File: config.mk
export PLATFORM = sky130hd
export DESIGN_NAME = sweep_prune_axis_pairs
export DESIGN_NICKNAME = d
export VERILOG_FILES = /design/src/rtl/spap_pkg.sv /design/src/rtl/spap_walk.sv /design/src/rtl/spap_key.sv /design/src/rtl/sweep_prune_axis_pairs.sv
export SDC_FILE = /design/constraint.sdc
export NUM_CORES = 2
export LEC_CHECK = 0
export BUFFER_PORTS_ARGS = -buffer_cell sky130_fd_sc_hd__buf_2
export CAP_MARGIN = 20
export CORE_MARGIN = 8
export CORE_UTILIZATION = 57
export DETAILED_ROUTE_END_ITERATION = 7
export PLACE_DENSITY = 0.8
export SLEW_MARGIN = 25
export SYNTH_ARGS = -nofsm -noshare
export SYNTH_HDL_FRONTEND = slang
export SYNTH_SLANG_ARGS = --single-unit
File: constraint.sdc
create_clock -name aclk -period 9.8 [get_ports aclk]
set_input_delay 0.98 -clock aclk [delete_from_list [all_inputs] [get_ports aclk]]
set_output_delay 0.98 -clock aclk [all_outputs]
set_load 0.01 [all_outputs]
File: src/rtl/spap_pkg.sv
// Shared types and constants for the sweep-and-prune pair generator.
// Used by spap_walk, spap_key and sweep_prune_axis_pairs; no dependencies.
package spap_pkg;

    localparam int ID_W        = 16;
    localparam int COORD_W     = 16;
    localparam int EXT_W       = 15;
    localparam int EDGE_W      = 17;
    localparam int SUM_W       = 17;
    localparam int KEY_W       = 33;
    localparam int MAX_RESULTS = 32;

    typedef struct packed {
        logic [ID_W-1:0]          id;
        logic signed [EDGE_W-1:0] far_edge;
    } entry_t;

    typedef struct packed {
        logic [ID_W-1:0] older_id;
        logic [ID_W-1:0] newer_id;
        logic            last;
        logic            overflow;
    } pair_t;

endpackage

File: src/rtl/spap_walk.sv
// Active list memory and its controller: walk and compact, append, then replay
// the surviving entries as candidate pairs. Depends on spap_pkg.
module spap_walk #(
    parameter int MAX_ACTIVE = 32
) (
    input  logic                                 aclk,
    input  logic                                 aresetn,
    input  logic                                 in_valid,
    output logic                                 in_ready,
    input  logic [spap_pkg::ID_W-1:0]            in_id,
    input  logic signed [spap_pkg::COORD_W-1:0]  in_lead,
    input  logic signed [spap_pkg::EDGE_W-1:0]   in_far,
    input  logic                                 in_first,
    output logic                                 pair_valid,
    input  logic                                 pair_ready,
    output spap_pkg::pair_t                      pair
);

    localparam int CW  = $clog2(MAX_ACTIVE + 1);
    localparam int AW  = (MAX_ACTIVE > 1) ? $clog2(MAX_ACTIVE) : 1;
    localparam int LIM = (MAX_ACTIVE < spap_pkg::MAX_RESULTS) ? MAX_ACTIVE
                                                              : spap_pkg::MAX_RESULTS;

    typedef enum logic [3:0] {
        ST_IDLE     = 4'b0001,
        ST_WALK     = 4'b0010,
        ST_EMIT_RD  = 4'b0100,
        ST_EMIT_OUT = 4'b1000
    } state_t;

    spap_pkg::entry_t mem [MAX_ACTIVE];
    spap_pkg::entry_t rdata_reg;
    spap_pkg::entry_t wdata;
    logic             mem_we, ren;
    logic [AW-1:0]    waddr, raddr;

    state_t  state_reg, state_next;
    logic [CW-1:0] cnt_reg, cnt_next;
    logic [CW-1:0] rd_reg, rd_next;
    logic [CW-1:0] wr_reg, wr_next;
    logic [CW-1:0] n_reg, n_next;
    logic [CW-1:0] j_reg, j_next, j_inc;
    logic          chk_valid_reg, chk_valid_next;
    logic          ovf_reg, ovf_next;

    logic [spap_pkg::ID_W-1:0]           id_reg;
    logic signed [spap_pkg::COORD_W-1:0] lead_reg;
    logic signed [spap_pkg::EDGE_W-1:0]  far_reg;
    logic signed [spap_pkg::EDGE_W-1:0]  lead_ext;
    logic                                survive, is_last;

    always_ff @(posedge aclk) begin
        if (mem_we) begin
            mem[waddr] <= wdata;
        end
        if (ren) begin
            rdata_reg <= mem[raddr];
        end
    end

    assign lead_ext = {lead_reg[spap_pkg::COORD_W-1], lead_reg};
    assign survive  = lead_ext < rdata_reg.far_edge;
    assign j_inc    = j_reg + CW'(1);
    assign is_last  = (j_inc == n_reg);

    assign pair.older_id = rdata_reg.id;
    assign pair.newer_id = id_reg;
    assign pair.last     = is_last;
    assign pair.overflow = ovf_reg;

    always_comb begin
        state_next     = state_reg;
        cnt_next       = cnt_reg;
        rd_next        = rd_reg;
        wr_next        = wr_reg;
        n_next         = n_reg;
        j_next         = j_reg;
        chk_valid_next = 1'b0;
        ovf_next       = ovf_reg;
        mem_we         = 1'b0;
        waddr          = wr_reg[AW-1:0];
        wdata          = rdata_reg;
        ren            = 1'b0;
        raddr          = rd_reg[AW-1:0];
        in_ready       = 1'b0;
        pair_valid     = 1'b0;
        unique case (state_reg)
            ST_IDLE: begin
                in_ready = 1'b1;
                if (in_valid) begin
                    cnt_next   = in_first ? '0 : cnt_reg;
                    rd_next    = '0;
                    wr_next    = '0;
                    state_next = ST_WALK;
                end
            end
            ST_WALK: begin
                // compact survivors in place; write slot always trails read slot
                if (chk_valid_reg && survive) begin
                    mem_we  = 1'b1;
                    wr_next = wr_reg + CW'(1);
                end
                if (rd_reg != cnt_reg) begin
                    ren            = 1'b1;
                    rd_next        = rd_reg + CW'(1);
                    chk_valid_next = 1'b1;
                end else if (!chk_valid_reg) begin
                    if (wr_reg == CW'(MAX_ACTIVE)) begin
                        ovf_next = 1'b1;
                        cnt_next = wr_reg;
                    end else begin
                        mem_we         = 1'b1;
                        wdata.id       = id_reg;
                        wdata.far_edge = far_reg;
                        cnt_next       = wr_reg + CW'(1);
                    end
                    n_next     = (wr_reg > CW'(LIM)) ? CW'(LIM) : wr_reg;
                    state_next = (wr_reg == '0) ? ST_IDLE : ST_EMIT_RD;
                end
            end
            ST_EMIT_RD: begin
                ren        = 1'b1;
                raddr      = '0;
                j_next     = '0;
                state_next = ST_EMIT_OUT;
            end
            ST_EMIT_OUT: begin
                pair_valid = 1'b1;
                if (pair_ready) begin
                    if (is_last) begin
                        state_next = ST_IDLE;
                    end else begin
                        ren    = 1'b1;
                        raddr  = j_inc[AW-1:0];
                        j_next = j_inc;
                    end
                end
            end
            default: begin
                state_next = ST_IDLE;
            end
        endcase
    end

    always_ff @(posedge aclk) begin
        if (!aresetn) begin
            state_reg     <= ST_IDLE;
            cnt_reg       <= '0;
            rd_reg        <= '0;
            wr_reg        <= '0;
            n_reg         <= '0;
            j_reg         <= '0;
            chk_valid_reg <= 1'b0;
            ovf_reg       <= 1'b0;
        end else begin
            state_reg     <= state_next;
            cnt_reg       <= cnt_next;
            rd_reg        <= rd_next;
            wr_reg        <= wr_next;
            n_reg         <= n_next;
            j_reg         <= j_next;
            chk_valid_reg <= chk_valid_next;
            ovf_reg       <= ovf_next;
        end
    end

    always_ff @(posedge aclk) begin
        if (in_valid && in_ready) begin
            id_reg   <= in_id;
            lead_reg <= in_lead;
            far_reg  <= in_far;
        end
    end

`ifndef NO_ASSERTIONS
    a_cnt_bound: assert property (@(posedge aclk) disable iff (!aresetn)
        cnt_reg <= CW'(MAX_ACTIVE))
        else $error("active count above list depth");

    a_wr_trails_rd: assert property (@(posedge aclk) disable iff (!aresetn)
        wr_reg <= rd_reg)
        else $error("compaction write overtook read");

    a_no_same_entry: assert property (@(posedge aclk) disable iff (!aresetn)
        (mem_we && ren) |-> (waddr != raddr))
        else $error("read and write hit the same entry");

    a_ovf_sticky: assert property (@(posedge aclk) disable iff (!aresetn)
        ovf_reg |=> ovf_reg)
        else $error("overflow flag cleared");

    a_pair_nonzero: assert property (@(posedge aclk) disable iff (!aresetn)
        pair_valid |-> (n_reg != '0) && (j_reg < n_reg))
        else $error("pair index outside reported range");
`endif

endmodule

File: src/rtl/spap_key.sv
// Pair key pipeline: Cantor key multiply stage and output register with stall.
// Depends on spap_pkg.
module spap_key (
    input  logic                           aclk,
    input  logic                           aresetn,
    input  logic                           in_valid,
    output logic                           in_ready,
    input  spap_pkg::pair_t                in_pair,
    output logic                           m_valid,
    input  logic                           m_ready,
    output logic [spap_pkg::ID_W-1:0]      m_older_id,
    output logic [spap_pkg::ID_W-1:0]      m_newer_id,
    output logic [spap_pkg::KEY_W-1:0]     m_pair_key,
    output logic                           m_last_in_run,
    output logic                           m_overflow_seen
);

    localparam int PROD_W = 2 * spap_pkg::SUM_W + 1;

    logic                          s1_valid_reg, s1_valid_next;
    spap_pkg::pair_t               s1_pair_reg;
    logic [PROD_W-1:0]             s1_prod_reg;
    logic [spap_pkg::SUM_W-1:0]    sum;
    logic [spap_pkg::SUM_W:0]      sum_inc;
    logic [PROD_W-1:0]             prod;
    logic                          out_load, s1_adv, in_take;

    logic                          m_valid_reg;
    spap_pkg::pair_t               m_pair_reg;
    logic [spap_pkg::KEY_W-1:0]    m_key_reg, key_next;

    assign sum      = {1'b0, in_pair.older_id} + {1'b0, in_pair.newer_id};
    assign sum_inc  = {1'b0, sum} + (spap_pkg::SUM_W + 1)'(1);
    assign prod     = PROD_W'(sum) * PROD_W'(sum_inc);
    assign key_next = spap_pkg::KEY_W'(s1_prod_reg >> 1)
                    + spap_pkg::KEY_W'(s1_pair_reg.newer_id);

    assign out_load = !m_valid_reg || m_ready;
    assign s1_adv   = s1_valid_reg && out_load;
    assign in_ready = !s1_valid_reg || out_load;
    assign in_take  = in_valid && in_ready;

    always_comb begin
        s1_valid_next = s1_valid_reg;
        if (in_take) begin
            s1_valid_next = 1'b1;
        end else if (s1_adv) begin
            s1_valid_next = 1'b0;
        end
    end

    always_ff @(posedge aclk) begin
        if (!aresetn) begin
            s1_valid_reg <= 1'b0;
            m_valid_reg  <= 1'b0;
        end else begin
            s1_valid_reg <= s1_valid_next;
            if (out_load) begin
                m_valid_reg <= s1_valid_reg;
            end
        end
    end

    always_ff @(posedge aclk) begin
        if (in_take) begin
            s1_pair_reg <= in_pair;
            s1_prod_reg <= prod;
        end
        if (s1_adv) begin
            m_pair_reg <= s1_pair_reg;
            m_key_reg  <= key_next;
        end
    end

    assign m_valid         = m_valid_reg;
    assign m_older_id      = m_pair_reg.older_id;
    assign m_newer_id      = m_pair_reg.newer_id;
    assign m_pair_key      = m_key_reg;
    assign m_last_in_run   = m_pair_reg.last;
    assign m_overflow_seen = m_pair_reg.overflow;

`ifndef NO_ASSERTIONS
    a_out_hold: assert property (@(posedge aclk) disable iff (!aresetn)
        (m_valid && !m_ready) |=> m_valid && $stable(m_pair_key))
        else $error("output changed while stalled");

    a_stage_hold: assert property (@(posedge aclk) disable iff (!aresetn)
        (s1_valid_reg && !out_load) |=> s1_valid_reg && $stable(s1_prod_reg))
        else $error("multiply stage lost its item");

    a_no_take_full: assert property (@(posedge aclk) disable iff (!aresetn)
        (s1_valid_reg && m_valid_reg && !m_ready) |-> !in_ready)
        else $error("pipeline took an item while full");
`endif

endmodule

File: src/rtl/sweep_prune_axis_pairs.sv
// Sweep-and-prune broadphase on one axis: boxes arrive sorted by leading edge; each
// box is checked against an active list and produces one transfer per overlapping pair,
// up to MAX_RESULTS per box; a first box starts with an empty list. Each box is handled
// by walking the list memory once to compact it and once more to replay the survivors,
// and a new box is taken only when the last one is through. Pairs leave at one per cycle
// when not stalled; the key pipeline registers each pair in a multiply stage and an
// output register. axis_reg is written through cfg_*.
// Depends on spap_pkg, spap_walk and spap_key.
module sweep_prune_axis_pairs #(
    parameter int MAX_ACTIVE = 32
) (
    input  logic                                 aclk,
    input  logic                                 aresetn,
    input  logic                                 cfg_valid,
    output logic                                 cfg_ready,
    input  logic                                 cfg_data,
    input  logic                                 s_valid,
    output logic                                 s_ready,
    input  logic [spap_pkg::ID_W-1:0]            s_box_id,
    input  logic signed [spap_pkg::COORD_W-1:0]  s_x_left,
    input  logic signed [spap_pkg::COORD_W-1:0]  s_y_top,
    input  logic [spap_pkg::EXT_W-1:0]           s_width,
    input  logic [spap_pkg::EXT_W-1:0]           s_height,
    input  logic                                 s_first_box,
    output logic                                 m_valid,
    input  logic                                 m_ready,
    output logic [spap_pkg::ID_W-1:0]            m_older_id,
    output logic [spap_pkg::ID_W-1:0]            m_newer_id,
    output logic [spap_pkg::KEY_W-1:0]           m_pair_key,
    output logic                                 m_last_in_run,
    output logic                                 m_overflow_seen
);

    logic                                axis_reg;
    logic signed [spap_pkg::COORD_W-1:0] lead;
    logic [spap_pkg::EXT_W-1:0]          ext;
    logic signed [spap_pkg::EDGE_W-1:0]  far_edge;
    logic                                pair_valid, pair_ready;
    spap_pkg::pair_t                     pair;

    assign cfg_ready = 1'b1;

    always_ff @(posedge aclk) begin
        if (!aresetn) begin
            axis_reg <= 1'b0;
        end else if (cfg_valid && cfg_ready) begin
            axis_reg <= cfg_data;
        end
    end

    assign lead     = axis_reg ? s_y_top : s_x_left;
    assign ext      = axis_reg ? s_height : s_width;
    assign far_edge = {lead[spap_pkg::COORD_W-1], lead} + {2'b00, ext};

    spap_walk #(
        .MAX_ACTIVE (MAX_ACTIVE)
    ) u_walk (
        .aclk       (aclk),
        .aresetn    (aresetn),
        .in_valid   (s_valid),
        .in_ready   (s_ready),
        .in_id      (s_box_id),
        .in_lead    (lead),
        .in_far     (far_edge),
        .in_first   (s_first_box),
        .pair_valid (pair_valid),
        .pair_ready (pair_ready),
        .pair       (pair)
    );

    spap_key u_key (
        .aclk            (aclk),
        .aresetn         (aresetn),
        .in_valid        (pair_valid),
        .in_ready        (pair_ready),
        .in_pair         (pair),
        .m_valid         (m_valid),
        .m_ready         (m_ready),
        .m_older_id      (m_older_id),
        .m_newer_id      (m_newer_id),
        .m_pair_key      (m_pair_key),
        .m_last_in_run   (m_last_in_run),
        .m_overflow_seen (m_overflow_seen)
    );

`ifndef NO_ASSERTIONS
    a_last_ends_run: assert property (@(posedge aclk) disable iff (!aresetn)
        (m_valid && m_ready && !m_last_in_run) |-> !s_ready || !(pair_valid == 1'b0
            && $past(s_ready) && s_ready && !u_key.s1_valid_reg))
        else $error("run ended without a last pair");

    a_ovf_out_sticky: assert property (@(posedge aclk) disable iff (!aresetn)
        (m_valid && m_ready && m_overflow_seen) |=> !m_valid || m_overflow_seen)
        else $error("overflow flag dropped between pairs");

    a_newer_stable_run: assert property (@(posedge aclk) disable iff (!aresetn)
        (m_valid && m_ready && !m_last_in_run) |=> !m_valid
            || (m_newer_id == $past(m_newer_id)))
        else $error("newer id changed inside a run");
`endif

endmodule
==> impl_metrics.ini <==
[finish]
drive_gt1_share_pct = 12.2
fin_nets = 5625
area_growth_pct = 11.3
largest_register_ffs = 1056

[min_path]
min-delay-path-class = in -> reg
holdPathEnd = u_walk.id_reg[10]$_DFFE_PP_
hold_path_startpoint = s_box_id[10]
whs_path_depth = 1

[die]
die_area_mm2 = 0.122
coreArea_mm2 = 0.110
chipHeight_um = 349
start_util_pct = 57.2
io_pins = 155
num_rows = 122
fp.dieW_um = 349

[global_routing]
grt-busiest-layer = met2
grt_max_degree = 223
first_global_vias = 41500
grt_use_met1_pct = 34.7
met2_usage_pct = 43.5
met3_usage_pct = 5.73
grt_pass1_wl_um = 248000
gr-usage-all-layers_pct = 26.9
antenna_found_initial = 5
overflow = 0

[route]
wire_per_inst_um = 24.9
vias = 41300
post-route-drc-count = 0
via_per_inst = 6.16
ant_nets = 0
wl_um = 167000
first_pass_iters = 8
first_iter_violations = 5681

[critical_path]
slowest_stage = fa_1
max_stage_delay_ns = 0.56
reg2reg_from = u_walk.id_reg[0]$_DFFE_PP_
end_kind = flip-flop
cp.required_ns = 10.30
path_max_fanout = 11
crit_type = reg -> reg
crit_path_frequent_cell = fa_1
r2r_cells = 34
rrSetupSlack_ns = 0.39
worstSetupStartpointType = flip-flop
arrival_ns = 9.91
regToRegEndpoint = u_key.s1_prod_reg[30]$_DFFE_PP_

[sta]
setup_viol = 0
worst_pin_slew_ns = 1.13
max_freq_mhz = 106
grt_setup_unrepaired = true
hold_viol = 0
period_minus_slack_ns = 9.41
min_period_over_period_pct = 96.0
whs_ns = 0.409
relSlewSlack_pct = 24.9
finalMaxSlewViolations = 0
skew_ns = 0.0336

[synth]
yosys_warnings = 0
synth.top_cells.by_area = edfxtp_1 (60%), fa_1 (7.6%), nand2_1 (5.6%)
synth_cell_types = 79
syn-cell-area_mm2 = 0.0632
synth_compound_area_share_pct = 5.68
synthArstFlopShare_pct = 0
seq_area_frac_synth_pct = 61.7
synth_xor_area_share_pct = 1.52
yosys.area.top_type = edfxtp_1
synth_top_family_by_area = simple AND/OR/NAND/NOR gates
ys.flop_type = edfxtp_1
synthSimpleGateAreaFrac_pct = 12.9
yosys.area_share.adder_pct = 11.4
syn_inst = 4958
avgSynthCellArea_um2 = 12.7
synthDominantCellAreaShare_pct = 60.5
synth_nets = 5473
ys_ff_latch = 1311
synth_edf_count = 1272
synthMuxAreaShare_pct = 2.75

[status]
status = finished clean

[cts]
clockBufferDepth = 3
ctsResizeCount = 0
clk_latency_ns = 0.77
clock-sinks = 1311
h-tree-depth = 4
ctsHoldBuffers = 0
cts_made_buffers = 133
cts_root_buf = clkbuf_16
cts_tree = done
clk_pin_slew_ns = 0.06
post_cts_buffers = 0

[placed_design]
io_buffers = 153
routabilityCongestion = 0.911
place_hpwl_um = 97100

[job]
drv_cap = 0
cell type report:
cell class / instances / area (µm²)
flip-flops and latches: 1311 / 39000
clock inverters: 76 / 872
multi-input cells: 3024 / 22000
fillers: 7744 / 40100
diodes: 1 / 2.50
well taps: 1488 / 1860
inverters: 381 / 1430
clock buffers: 158 / 3420
repair buffers: 259 / 1660
cells by family (layout without fill, tap and decap cells):
kind of cell	count (synthesis)	count (layout)
XOR/XNOR	109	109
flip-flops	1311	1311
other	1	2
adder cells (fa/ha/maj)	430	430
AO/OA/AOI/OAI	477	477
multiplexers	166	166
buffers and inverters	623	874
AND/OR/NAND/NOR	1841	1841
worst max-delay path: cells and delay by family (launching register included):
kind                     cells  cell delay, ns
AO/OA/AOI/OAI               10            1.95
XOR/XNOR                     1            0.08
adder cells (fa/ha/maj)     10            4.34
buffers and inverters        6            0.55
flip-flops                   1            0.43
AND/OR/NAND/NOR              7            1.83
synthesized netlist by cell type (31+ instances only):
library cell	n
xor2_1	31
dfxtp_1	39
a31oi_1	111
ha_1	189
a21oi_1	63
buf_2	93
mux2_2	62
nor3_1	34
a32oi_1	100
mux2i_1	104
a21o_1	34
inv_1	375
nand3_1	373
xnor2_1	77
fa_1	241
o21ai_0	49
nand2_1	944
nand4_1	46
clkbuf_1	127
edfxtp_1	1272
nand2b_1	124
nor2_1	215
worst max-delay path by stage:
stage,startpoint,endpoint,slack [ns]
after floorplan,u_walk.id_reg[0]$_DFFE_PP_,u_key.s1_prod_reg[25]$_DFFE_PP_,0.85
final,u_walk.id_reg[0]$_DFFE_PP_,u_key.s1_prod_reg[30]$_DFFE_PP_,0.39
after detailed placement,u_walk.id_reg[0]$_DFFE_PP_,u_key.s1_prod_reg[30]$_DFFE_PP_,0.38
after CTS,u_walk.id_reg[0]$_DFFE_PP_,u_key.s1_prod_reg[30]$_DFFE_PP_,0.34
after global placement,u_walk.id_reg[0]$_DFFE_PP_,u_key.s1_prod_reg[30]$_DFFE_PP_,0.52
after global routing,u_walk.id_reg[0]$_DFFE_PP_,u_key.s1_prod_reg[30]$_DFFE_PP_,-0.05
per-layer routing:
metal | share of wire, % | up-vias
met1 | 37 | 20200
met3 | 11 | 531
met4 | 5.1 | 0
met5 | 0 | -
met2 | 47 | 2674
li1 | - | 17900
through the flow:
stage	instance area, µm²	setup TNS, ns	instances	utilization [%]	worst slack [ns]
3_3_place_gp	65900	0	6461	59.7	0.520
2_1_floorplan	63200	0	4958	-	0.853
3_5_place_dp	65900	0	6461	59.7	0.380
6_report	70300	0	6698	63.7	0.387
5_1_grt	70300	-0.0475	6698	63.7	-0.0475
4_1_cts	70200	0	6695	63.6	0.343
layout by cell type (no fill, tap or decap), types with 31 or more instances in the layout:
cell          n
a2111oi_2    31
a21o_1       34
a21oi_1      61
a31oi_1     111
a32oi_1     100
buf_2       153
buf_4        99
clkbuf_16   133
dfxtp_1      38
edfxtp_1   1272
fa_1        241
ha_1        189
inv_1       373
mux2_2       62
mux2i_1     104
nand2_1     942
nand2b_1    124
nand3_1     373
nand4_1      46
nor2_1      189
o21ai_0      47
xnor2_1      77
xor2_1       31
Power is not shown: default switching activity piles up to over one toggle a cycle in this logic, so the estimate is an artifact.
